**src/rtl/tcpq_pkg.sv**
```systemverilog
`timescale 1ns / 1ps
// types and constants shared by the three-class priority queue
// no dependencies

package tcpq_pkg;

  localparam int unsigned ID_W   = 16;
  localparam int unsigned CLS_W  = 2;
  localparam int unsigned OCC_W  = 6;
  localparam int unsigned STAT_W = 2;
  localparam int unsigned IN_DATA_W  = 24;
  localparam int unsigned OUT_DATA_W = 24;

  // queue classes
  localparam logic [CLS_W-1:0] CLS_LOW = 2'd2;

  // requested operation, carried on the slave tuser
  typedef enum logic {
    ACT_ENQUEUE = 1'b0,
    ACT_DEQUEUE = 1'b1
  } action_e;

  // result status, carried on the master tuser
  typedef enum logic [STAT_W-1:0] {
    STAT_ENQUEUED = 2'd0,
    STAT_FULL     = 2'd1,
    STAT_DEQUEUED = 2'd2,
    STAT_EMPTY    = 2'd3
  } status_e;

  typedef enum logic [1:0] {
    ST_IDLE,
    ST_ENQ_SCAN,
    ST_ENQ_PUT,
    ST_DEQ_OUT
  } state_e;

  typedef struct packed {
    logic [CLS_W-1:0] cls;
    logic [ID_W-1:0]  id;
  } entry_t;

endpackage

```
**src/rtl/three_class_priority_queue.sv**
```systemverilog
`timescale 1ns / 1ps
// three-class stable priority queue: sequencer, ring pointers and result register
// depends on tcpq_pkg and tcpq_store
//
// usage
//   the slave stream carries one command per transfer: tuser selects enqueue
//   or dequeue, tdata holds the entry id and class. the master stream returns
//   one result per command: tuser is the status, tdata holds the served id,
//   served class and the occupancy after the command.
//   entries are held in a ring in one memory, ordered by class and, within a
//   class, by arrival. dequeue takes the head and just moves the head pointer.
//   enqueue walks back from the tail, one stored entry per cycle through the
//   one class comparator, moving each less urgent entry back a slot.
// result timing
//   full enqueue or empty dequeue: result in the cycle after the transfer
//   dequeue: the head is read from the store, then registered as the result
//   enqueue: the scan state moves each held entry less urgent than the new
//   one (at most DEPTH-1) back a slot, bound by the single read and write
//   port of the store, then the result is registered. one command is in work at a time.
// reset and stalls
//   reset empties the queue; the store itself is not cleared. a result waits
//   in the output register while the receiver stalls, and no new command is
//   taken until it has gone or goes in that cycle.

module three_class_priority_queue #(
  parameter int unsigned DEPTH = 32
) (
  input  logic                                clk_i,
  input  logic                                rst_ni,
  input  logic                                s_axis_tvalid,
  output logic                                s_axis_tready,
  // [15:0] entry_id, [17:16] entry_class, [23:18] zero
  input  logic [tcpq_pkg::IN_DATA_W-1:0]      s_axis_tdata,
  // [0] action
  input  logic                                s_axis_tuser,
  output logic                                m_axis_tvalid,
  input  logic                                m_axis_tready,
  // [15:0] served_id, [17:16] served_class, [23:18] occupancy
  output logic [tcpq_pkg::OUT_DATA_W-1:0]     m_axis_tdata,
  // [1:0] status
  output logic [tcpq_pkg::STAT_W-1:0]         m_axis_tuser
);

  localparam int unsigned AW = (DEPTH > 1) ? $clog2(DEPTH) : 1;
  localparam int unsigned CW = $clog2(DEPTH + 1);
  localparam logic [AW-1:0] LAST_SLOT = AW'(DEPTH - 1);
  localparam logic [CW-1:0] FULL_CNT  = CW'(DEPTH);
  localparam logic [AW:0]   DEPTH_W   = (AW + 1)'(DEPTH);

  tcpq_pkg::state_e state_q, state_d;

  logic [CW-1:0] count_q, count_d;
  logic [AW-1:0] head_q, head_d;
  logic [AW-1:0] ptr_q, ptr_d;
  logic [AW-1:0] left_q, left_d;
  tcpq_pkg::entry_t new_q, new_d;

  logic out_valid_q, out_valid_d;
  tcpq_pkg::status_e out_stat_q, out_stat_d;
  tcpq_pkg::entry_t out_entry_q, out_entry_d;
  logic [tcpq_pkg::OCC_W-1:0] out_occ_q, out_occ_d;

  logic mem_we;
  logic [AW-1:0] mem_waddr, mem_raddr;
  tcpq_pkg::entry_t mem_wdata, mem_rdata;

  logic accept, is_full, is_empty, move_back;
  logic [AW:0] tail_sum;
  logic [AW-1:0] tail_slot, ptr_inc, ptr_dec, head_inc;
  tcpq_pkg::entry_t in_entry;

  assign s_axis_tready = (state_q == tcpq_pkg::ST_IDLE) && (!out_valid_q || m_axis_tready);
  assign accept   = s_axis_tvalid && s_axis_tready;
  assign is_full  = (count_q == FULL_CNT);
  assign is_empty = (count_q == '0);

  // class three is taken as low
  always_comb begin
    in_entry.id  = s_axis_tdata[tcpq_pkg::ID_W-1:0];
    in_entry.cls = s_axis_tdata[tcpq_pkg::ID_W +: tcpq_pkg::CLS_W];
    if (in_entry.cls > tcpq_pkg::CLS_LOW) begin
      in_entry.cls = tcpq_pkg::CLS_LOW;
    end
  end

  // ring arithmetic: tail = head + count - 1, wrapped once
  always_comb begin
    tail_sum = (AW + 1)'(head_q) + (AW + 1)'(count_q) - (AW + 1)'(1);
    if (tail_sum >= DEPTH_W) begin
      tail_sum = tail_sum - DEPTH_W;
    end
    tail_slot = tail_sum[AW-1:0];
  end

  assign ptr_inc  = (ptr_q == LAST_SLOT) ? '0 : ptr_q + AW'(1);
  assign ptr_dec  = (ptr_q == '0) ? LAST_SLOT : ptr_q - AW'(1);
  assign head_inc = (head_q == LAST_SLOT) ? '0 : head_q + AW'(1);

  // the shared comparator: is the stored entry less urgent than the new one
  assign move_back = (mem_rdata.cls > new_q.cls);

  // next state
  always_comb begin
    state_d = state_q;
    unique case (state_q)
      tcpq_pkg::ST_IDLE: begin
        if (accept) begin
          if (tcpq_pkg::action_e'(s_axis_tuser) == tcpq_pkg::ACT_ENQUEUE) begin
            if (!is_full) begin
              state_d = is_empty ? tcpq_pkg::ST_ENQ_PUT : tcpq_pkg::ST_ENQ_SCAN;
            end
          end else if (!is_empty) begin
            state_d = tcpq_pkg::ST_DEQ_OUT;
          end
        end
      end
      tcpq_pkg::ST_ENQ_SCAN: begin
        if (!move_back) begin
          state_d = tcpq_pkg::ST_IDLE;
        end else if (left_q == '0) begin
          state_d = tcpq_pkg::ST_ENQ_PUT;
        end
      end
      tcpq_pkg::ST_ENQ_PUT: state_d = tcpq_pkg::ST_IDLE;
      tcpq_pkg::ST_DEQ_OUT: state_d = tcpq_pkg::ST_IDLE;
      default: state_d = tcpq_pkg::ST_IDLE;
    endcase
  end

  // datapath and result
  always_comb begin
    count_d     = count_q;
    head_d      = head_q;
    ptr_d       = ptr_q;
    left_d      = left_q;
    new_d       = new_q;
    mem_we      = 1'b0;
    mem_waddr   = ptr_inc;
    mem_wdata   = new_q;
    mem_raddr   = ptr_dec;
    out_valid_d = out_valid_q && !m_axis_tready;
    out_stat_d  = out_stat_q;
    out_entry_d = out_entry_q;
    out_occ_d   = out_occ_q;

    unique case (state_q)
      tcpq_pkg::ST_IDLE: begin
        mem_raddr = head_q;
        if (accept) begin
          new_d = in_entry;
          if (tcpq_pkg::action_e'(s_axis_tuser) == tcpq_pkg::ACT_ENQUEUE) begin
            mem_raddr = tail_slot;
            ptr_d     = tail_slot;
            left_d    = AW'(count_q - CW'(1));
            if (is_full) begin
              out_valid_d = 1'b1;
              out_stat_d  = tcpq_pkg::STAT_FULL;
              out_entry_d = '0;
              out_occ_d   = tcpq_pkg::OCC_W'(count_q);
            end
          end else if (is_empty) begin
            out_valid_d = 1'b1;
            out_stat_d  = tcpq_pkg::STAT_EMPTY;
            out_entry_d = '0;
            out_occ_d   = tcpq_pkg::OCC_W'(count_q);
          end
        end
      end
      tcpq_pkg::ST_ENQ_SCAN: begin
        mem_we    = 1'b1;
        mem_waddr = ptr_inc;
        if (move_back) begin
          mem_wdata = mem_rdata;
          mem_raddr = ptr_dec;
          ptr_d     = ptr_dec;
          left_d    = left_q - AW'(1);
        end else begin
          mem_wdata   = new_q;
          count_d     = count_q + CW'(1);
          out_valid_d = 1'b1;
          out_stat_d  = tcpq_pkg::STAT_ENQUEUED;
          out_entry_d = '0;
          out_occ_d   = tcpq_pkg::OCC_W'(count_d);
        end
      end
      tcpq_pkg::ST_ENQ_PUT: begin
        mem_we      = 1'b1;
        mem_waddr   = head_q;
        mem_wdata   = new_q;
        count_d     = count_q + CW'(1);
        out_valid_d = 1'b1;
        out_stat_d  = tcpq_pkg::STAT_ENQUEUED;
        out_entry_d = '0;
        out_occ_d   = tcpq_pkg::OCC_W'(count_d);
      end
      tcpq_pkg::ST_DEQ_OUT: begin
        head_d      = head_inc;
        count_d     = count_q - CW'(1);
        out_valid_d = 1'b1;
        out_stat_d  = tcpq_pkg::STAT_DEQUEUED;
        out_entry_d = mem_rdata;
        out_occ_d   = tcpq_pkg::OCC_W'(count_d);
      end
      default: begin
        mem_we = 1'b0;
      end
    endcase
  end

  always_ff @(posedge clk_i or negedge rst_ni) begin
    if (!rst_ni) begin
      state_q     <= tcpq_pkg::ST_IDLE;
      count_q     <= '0;
      head_q      <= '0;
      out_valid_q <= 1'b0;
    end else begin
      state_q     <= state_d;
      count_q     <= count_d;
      head_q      <= head_d;
      out_valid_q <= out_valid_d;
    end
  end

  always_ff @(posedge clk_i) begin
    ptr_q       <= ptr_d;
    left_q      <= left_d;
    new_q       <= new_d;
    out_stat_q  <= out_stat_d;
    out_entry_q <= out_entry_d;
    out_occ_q   <= out_occ_d;
  end

  tcpq_store #(
    .DEPTH(DEPTH)
  ) u_store (
    .clk_i   (clk_i),
    .we_i    (mem_we),
    .waddr_i (mem_waddr),
    .wdata_i (mem_wdata),
    .raddr_i (mem_raddr),
    .rdata_o (mem_rdata)
  );

  assign m_axis_tvalid = out_valid_q;
  assign m_axis_tuser  = out_stat_q;
  assign m_axis_tdata  = {out_occ_q, out_entry_q.cls, out_entry_q.id};

endmodule

```
**src/rtl/tcpq_store.sv**
```systemverilog
`timescale 1ns / 1ps
// entry storage for the priority queue: one write port, one registered read port
// depends on tcpq_pkg

module tcpq_store #(
  parameter int unsigned DEPTH = 32,
  localparam int unsigned AW = (DEPTH > 1) ? $clog2(DEPTH) : 1
) (
  input  logic             clk_i,
  input  logic             we_i,
  input  logic [AW-1:0]    waddr_i,
  input  tcpq_pkg::entry_t wdata_i,
  input  logic [AW-1:0]    raddr_i,
  output tcpq_pkg::entry_t rdata_o
);

  tcpq_pkg::entry_t mem_q [DEPTH];
  tcpq_pkg::entry_t rdata_q;

  always_ff @(posedge clk_i) begin
    if (we_i) begin
      mem_q[waddr_i] <= wdata_i;
    end
  end

  always_ff @(posedge clk_i) begin
    rdata_q <= mem_q[raddr_i];
  end

  assign rdata_o = rdata_q;

endmodule

```
**config.mk**
```make
export PLATFORM = sky130hd
export DESIGN_NAME = three_class_priority_queue
export DESIGN_NICKNAME = d
export VERILOG_FILES = /design/src/rtl/tcpq_pkg.sv /design/src/rtl/three_class_priority_queue.sv /design/src/rtl/tcpq_store.sv
export SDC_FILE = /design/constraint.sdc
export NUM_CORES = 1
export LEC_CHECK = 0
export ABC_AREA = 1
export BUFFER_PORTS_ARGS = -buffer_cell sky130_fd_sc_hd__buf_2
export CAP_MARGIN = 30
export CORE_ASPECT_RATIO = 0.6
export CORE_MARGIN = 5
export CORE_UTILIZATION = 35
export CTS_CLUSTER_SIZE = 30
export DETAILED_ROUTE_END_ITERATION = 8
export HOLD_SLACK_MARGIN = 0.05
export PLACE_DENSITY = 0.54
export SLEW_MARGIN = 20
export SYNTH_ARGS = -nofsm -noshare
export SYNTH_HDL_FRONTEND = slang
export SYNTH_SLANG_ARGS = --single-unit
```
**constraint.sdc**
```tcl
create_clock -name clk_i -period 9 [get_ports clk_i]
set_input_delay 0 -clock clk_i [delete_from_list [all_inputs] [get_ports clk_i]]
set_output_delay 0 -clock clk_i [all_outputs]
set_load 0.1 [all_outputs]
```
; ---- After elaboration in Yosys (flattened, before gate mapping)
; Memories as Yosys holds them, arrays and structs flattened. A register that Yosys moved wholly into a read port is not among the register bits.
; Cells that the tools add are included.
[totals]
n_memories = 1
latchBits = 0
inputBits = 29
register_bits = 68
word_cells = 113
ramBits = 576
mem_bits_ro = 0
[mem_list]
columns = name, depth, word_bits, read_ports, rd_clocked_by_memory_dff, wr, line
row1 = u_store.mem_q, 32, 18, 1, 1, 1, tcpq_store.sv:17  ; tcpq_pkg::entry_t mem_q [DEPTH];
[op_classes]
reduce_logical = 19
mul = 0
magnitude_cmp = 3
n_bitwise = 0
eq_ne = 15
add_sub_neg = 9
div_mod_pow = 0
shift = 0
muxes = 54
[op_table]
columns = cell, n
row1 = 18-bit two-way mux, 7
row2 = 18-bit one-hot mux with 4 select lines, 1
row3 = 5-bit two-way mux, 14
row4 = 6-bit two-way mux, 5
row5 = 2-bit two-way mux, 12
row6 = 6-bit one-hot mux with 4 select lines, 1
row7 = 5-bit one-hot mux with 2 select lines, 2
row8 = 6-bit one-hot mux with 3 select lines, 1
row9 = 3-bit inequality test (second input constant), 5
row10 = 5-bit by 1-bit subtractor with 5-bit output (second input constant), 3
row11 = 4-bit AND reduction, 3
row12 = 6-bit by 1-bit subtractor with 6-bit output (second input constant), 2
row13 = 5-bit by 1-bit adder with 5-bit output (second input constant), 2
row14 = 5-bit == test (second input constant), 2
row15 = 5-bit zero test, 2
row16 = 1-bit two-way mux, 8
row17 = 2-bit inequality test (second input constant), 4
row18 = 2-bit one-hot mux with 4 select lines, 1
row19 = 5-bit by 6-bit adder with 6-bit output, 1
row20 = 6-bit by 1-bit adder with 6-bit output (second input constant), 1
row21 = 6-bit == test (second input constant), 1
row22 = 6-bit >= comparator (second input constant), 1
row23 = 6-bit zero test, 1
row24 = 2-bit one-hot mux with 3 select lines, 1
row25 = 13 further kinds, 19

; ---- Depth between registers and ports, before layout
[logic_depth]
ltp_word = 7
depth_mapped = 17
mapped_depth_nobuf = 14

; ---- Hierarchy
; From an unflattened synthesis, not the netlist that was laid out.
[unflattened]
hier_cells = 2473
hier_area_um2 = 27831.7
[modules_own_cells]
columns = mod, area_per_inst_um2, instances, cells_per_inst, seq_area_each_um2
row1 = tcpq_store, 23847.9, 1, 2009, 17656.9
row2 = three_class_priority_queue, 3983.8, 1, 464, 1971.9

; ---- Worst setup path after synthesis
; OpenSTA, ideal clock, no wires.
[synth_timing]
path_kind = reg2reg
from = register out_valid_q (netlist: m_axis_tvalid)
to = register out_entry_q (netlist bit m_axis_tdata[0]), enable pin
required_ns = 8.555
setup_ns = 0.445
path_slack_ns = 4.927
arrival_time_ns = 3.628
stages_incl_launch_ff = 6
synth_period_minus_slack_ns = 4.073
cell_sequence = dfrtp_1 nand2_1 nand3_1 inv_1 nand2_1 o21ai_0
[synth_between]
elab_chain_cells = 6
[synth_rtl]
columns = item, line
row1 = start: declaration, three_class_priority_queue.sv:58  ; logic out_valid_q, out_valid_d;
row2 = start signal: assignment, three_class_priority_queue.sv:220  ; out_valid_q <= out_valid_d;
row3 = 1-bit zero test, three_class_priority_queue.sv:72  ; assign s_axis_tready = (state_q == tcpq_pkg::ST_IDLE) && (!out_valid_q || m_axis_tready);
row4 = 1-bit logical OR, three_class_priority_queue.sv:72
row5 = 1-bit logical AND, three_class_priority_queue.sv:72
row6 = 1-bit logical AND, three_class_priority_queue.sv:73  ; assign accept = s_axis_tvalid && s_axis_tready;
row7 = 2-bit inequality test (no source line), --
row8 = 4-bit AND reduction (no source line), --
row9 = end signal: assignment, three_class_priority_queue.sv:229  ; out_entry_q <= out_entry_d;
row10 = end: declaration, three_class_priority_queue.sv:60  ; tcpq_pkg::entry_t out_entry_q, out_entry_d;
; No other way between the ends.
; A chain may end at the register's enable or synchronous reset.

; ---- Final worst setup path
[layout_timing]
from = register state_q[1]
to = register u_store.rdata_o[4] (netlist name)
[layout_between]
elab_chain_cells = 5
[layout_rtl]
columns = item, line
row1 = start: declaration, three_class_priority_queue.sv:50  ; tcpq_pkg::state_e state_q, state_d;
row2 = start signal: assignment, three_class_priority_queue.sv:212  ; state_q <= tcpq_pkg::ST_IDLE;
row3 = start signal: assignment, three_class_priority_queue.sv:217  ; state_q <= state_d;
row4 = 2-bit zero test (*), "three_class_priority_queue.sv:72, three_class_priority_queue.sv:146"
row5 = 1-bit logical AND, three_class_priority_queue.sv:72
row6 = 1-bit logical AND, three_class_priority_queue.sv:73
row7 = 5-bit two-way mux, three_class_priority_queue.sv:149  ; if (accept) begin
row8 = 5-bit two-way mux (*), --
; Every way passes the cells marked *; elsewhere a longest branch is shown, timed or not.

==> reports/metrics.yaml <==
timing:
  hold_viol: 0
  setup-tns-final_ps: 0
  slew_headroom_pct: 28.52
  worst_clock_skew_ps: 32.84
  setup-violations-final: 0
  fin_crit_sh_pct: 51.44
  clock.fmax_ghz: 0.2160
  tightestPinTransition_ps: 1072
  min_period_ps: 4629
  final_max_slew_viol_count: 0
  rsz0062_at_grt: "no"
cells_and_area:
  area_growth_syn_to_layout_pct: 11.81
  ff_latch_area_sq_mm: 0.01963
  multi_input_area_sq_mm: 0.007650
  post-route-cell-area_sq_mm: 0.03399
  fin_util_pct: 39.62
  n_fill_cell: 8368
  drive_above_1_share_pct: 8.138
  final_net_count: 3052
yosys:
  synthCells: 2983
  synth_top_flop_cell: "edfxtp_1"
  synthArstFlopShare_pct: 2.115
  yosysTopAreaCell: "edfxtp_1"
  synth.most_common_cell: "edfxtp_1"
  ys_warn_count: 0
  postSynthRegisterBits: 662
  synth-edff-count: 630
  synth.distinct_cells: 37
  synth_area_per_cell_sq_um: 10.19
  ys_top_cells_by_area: "edfxtp_1, nand3_1, inv_1"
  synthesis.nets: 3038
  yosysSeqAreaShare_pct: 64.58
  ys_top_cells_by_count: "edfxtp_1, inv_1, nand2_1"
  syn_area_sq_mm: 0.03040
  synth_top_area_share_pct: 62.24
job:
  maxCapViolCount: 0
worst_setup_path:
  path_cells: "inv_1, ha_1, inv_4, a21oi_2, nand3_4, nand3_4, buf_12, nand2_1, nand3_1, nand3_1, nand3_1, nand2_1, nand2_1, nand2_1"
  endpoint_kind: "flip-flop"
  path_delay_family: "simple AND/OR/NAND/NOR gates"
  r2r_slack_ps: 4370
  cp_max_fo: 193
  slowest_stage: "nand3_4"
  worst-setup-path-type: "flip-flop to flip-flop"
  r2r_cells: 14
  worstPathRequired_ps: 9500
  critPathBufInv: 3
  worst_path_largest_cell_delay_ps: 640
  timing.rr.start: "state_q[1]"
  cpMostUsedCell: "nand2_1"
  r2r-end: "u_store.rdata_o[4]"
  start_kind: "flip-flop"
  crit_arrival_ps: 5130
clock_tree:
  htree_levels: 2
  clk_pin_slew_worst_paths_ps: 70
  cts_resized: 0
  numCtsBuffers: 58
  insertion_delay_ps: 630
  tritoncts: "done"
  clock_sinks: 662
  clockBufferDepth: 3
  cts-root-buf: "clkbuf_16"
  cts_setup_buffers: 0
  cts_hold_buf: 23
hold_path:
  holdPathEnd: "new_q[14]"
  min_path_type: "input port to flip-flop"
  hp-start: "s_axis_tdata[14]"
  holdPathStages: 2
drt:
  drt_iter0_markers: 1932
  num_vias: 20630
  avgViaCountPerCell: 4.931
  ant_nets: 0
  drt_first_pass_iters: 6
  drc: 0
  wl_per_cell_um: 19.47
  wirelength_um: 81450
run_status:
  status: "complete, no violations"
place:
  routabilityCongestion: 0.8709
  io_buffers: 50
  placed_cell_area_sq_mm: 0.03194
  dp_hpwl_um: 46280
floorplanning:
  dieArea_sq_mm: 0.09303
  ios: 57
  start_util_pct: 35.43
  dieHeight_um: 238.3
  rows: 83
  core_area_sq_mm: 0.08578
  fp.dieW_um: 390.4
global_routing:
  grt_pass1_vias: 19100
  grt_pass1_wl_um: 123400
  antenna_found_initial: 0
  grt_use_total_pct: 17.13
  overflow: 0
  grt_max_degree: 194
[stage by stage]
stage               setup slack [ps]  std cells  hold slack (ps)
finish                          4371       4183            101.5
floorplan                       4927       2983           -295.6
global placement                4428       4047           -47.71
global route                    4116       4182            61.68
detailed placement              4396       4055           -35.73
CTS                             4383       4176            64.20
[metal layers]
metal | wire [um] | vias up | GRT usage (%)
met1 | 41270 | 9830 | 27.81
met5 | 0 | - | 0
met3 | 5442 | 91 | 2.651
met2 | 33520 | 658 | 24.03
met4 | 1223 | 0 | 3.191
li1 | - | 10050 | -
[placed cells by master, fill, tap and decap left out, types with 4 or more instances in the layout]
master / synthesis / layout
o21ai_2: 2 / 4
xor2_1: 12 / 12
nand3_4: 1 / 5
nor2_4: 0 / 8
o21ai_0: 54 / 51
buf_2: 80 / 50
inv_1: 628 / 628
nor2_2: 1 / 25
clkbuf_1: 72 / 19
nand3_1: 502 / 498
a21oi_1: 6 / 6
nand2_1: 524 / 522
dfxtp_1: 18 / 18
nand4_1: 272 / 272
or2_2: 5 / 5
buf_4: 25 / 56
buf_16: 0 / 5
nor2_1: 59 / 27
dlygate4sd3_1: 0 / 23
nor3_1: 7 / 7
dfrtp_1: 14 / 14
clkinv_1: 3 / 14
ha_1: 25 / 25
edfxtp_1: 630 / 630
a31oi_1: 7 / 7
clkbuf_16: 0 / 59
xnor2_1: 5 / 5
buf_8: 0 / 8
[cell families after synthesis]
kind of cell	after synthesis	share of synthesized area, %
adder cells (fa/ha/maj)	26	1.095
buffers and inverters	825	10.89
flip-flops	662	64.58
AO/OA/AOI/OAI	80	1.482
AND/OR/NAND/NOR	1373	21.46
XOR/XNOR	17	0.4898
[worst max-delay path by stage]
| stage | to | slack (ps) | cells after the start | start |
|---|---|---|---|---|
| 3_5_place_dp | u_store.rdata_o[8] | 4400 | 14 | state_q[1] |
| 2_1_floorplan | m_axis_tdata[0] | 4930 | 5 | m_axis_tvalid |
| 5_1_grt | u_store.rdata_o[4] | 4120 | 14 | state_q[1] |
| 6_report | u_store.rdata_o[4] | 4370 | 14 | state_q[1] |
| 3_3_place_gp | u_store.rdata_o[8] | 4430 | 14 | state_q[0] |
| 4_1_cts | u_store.rdata_o[8] | 4380 | 14 | state_q[1] |
[registers in the layout, summed over array words and instances, names as in the netlist, 5 cells and up]
signal and flops:
ptr_q 5, u_store.rdata_o 18, u_store.mem_q 576, new_q 18, count_q 6, m_axis_tdata 18
head_q 5, out_occ_q 6, left_q 5
[cell type report]
type | count | share of cell area [%]
well taps | 1147 | 4.223
inverters | 636 | 7.050
diodes | 1 | 0.007363
clock inverters | 17 | 0.3129
multi-input cells | 1496 | 22.51
repair buffers | 143 | 3.468
flip-flops and latches | 662 | 57.76
clock buffers | 81 | 4.675
Power is not shown: default switching activity piles up to over one toggle a cycle in this logic, so the estimate is an artifact.
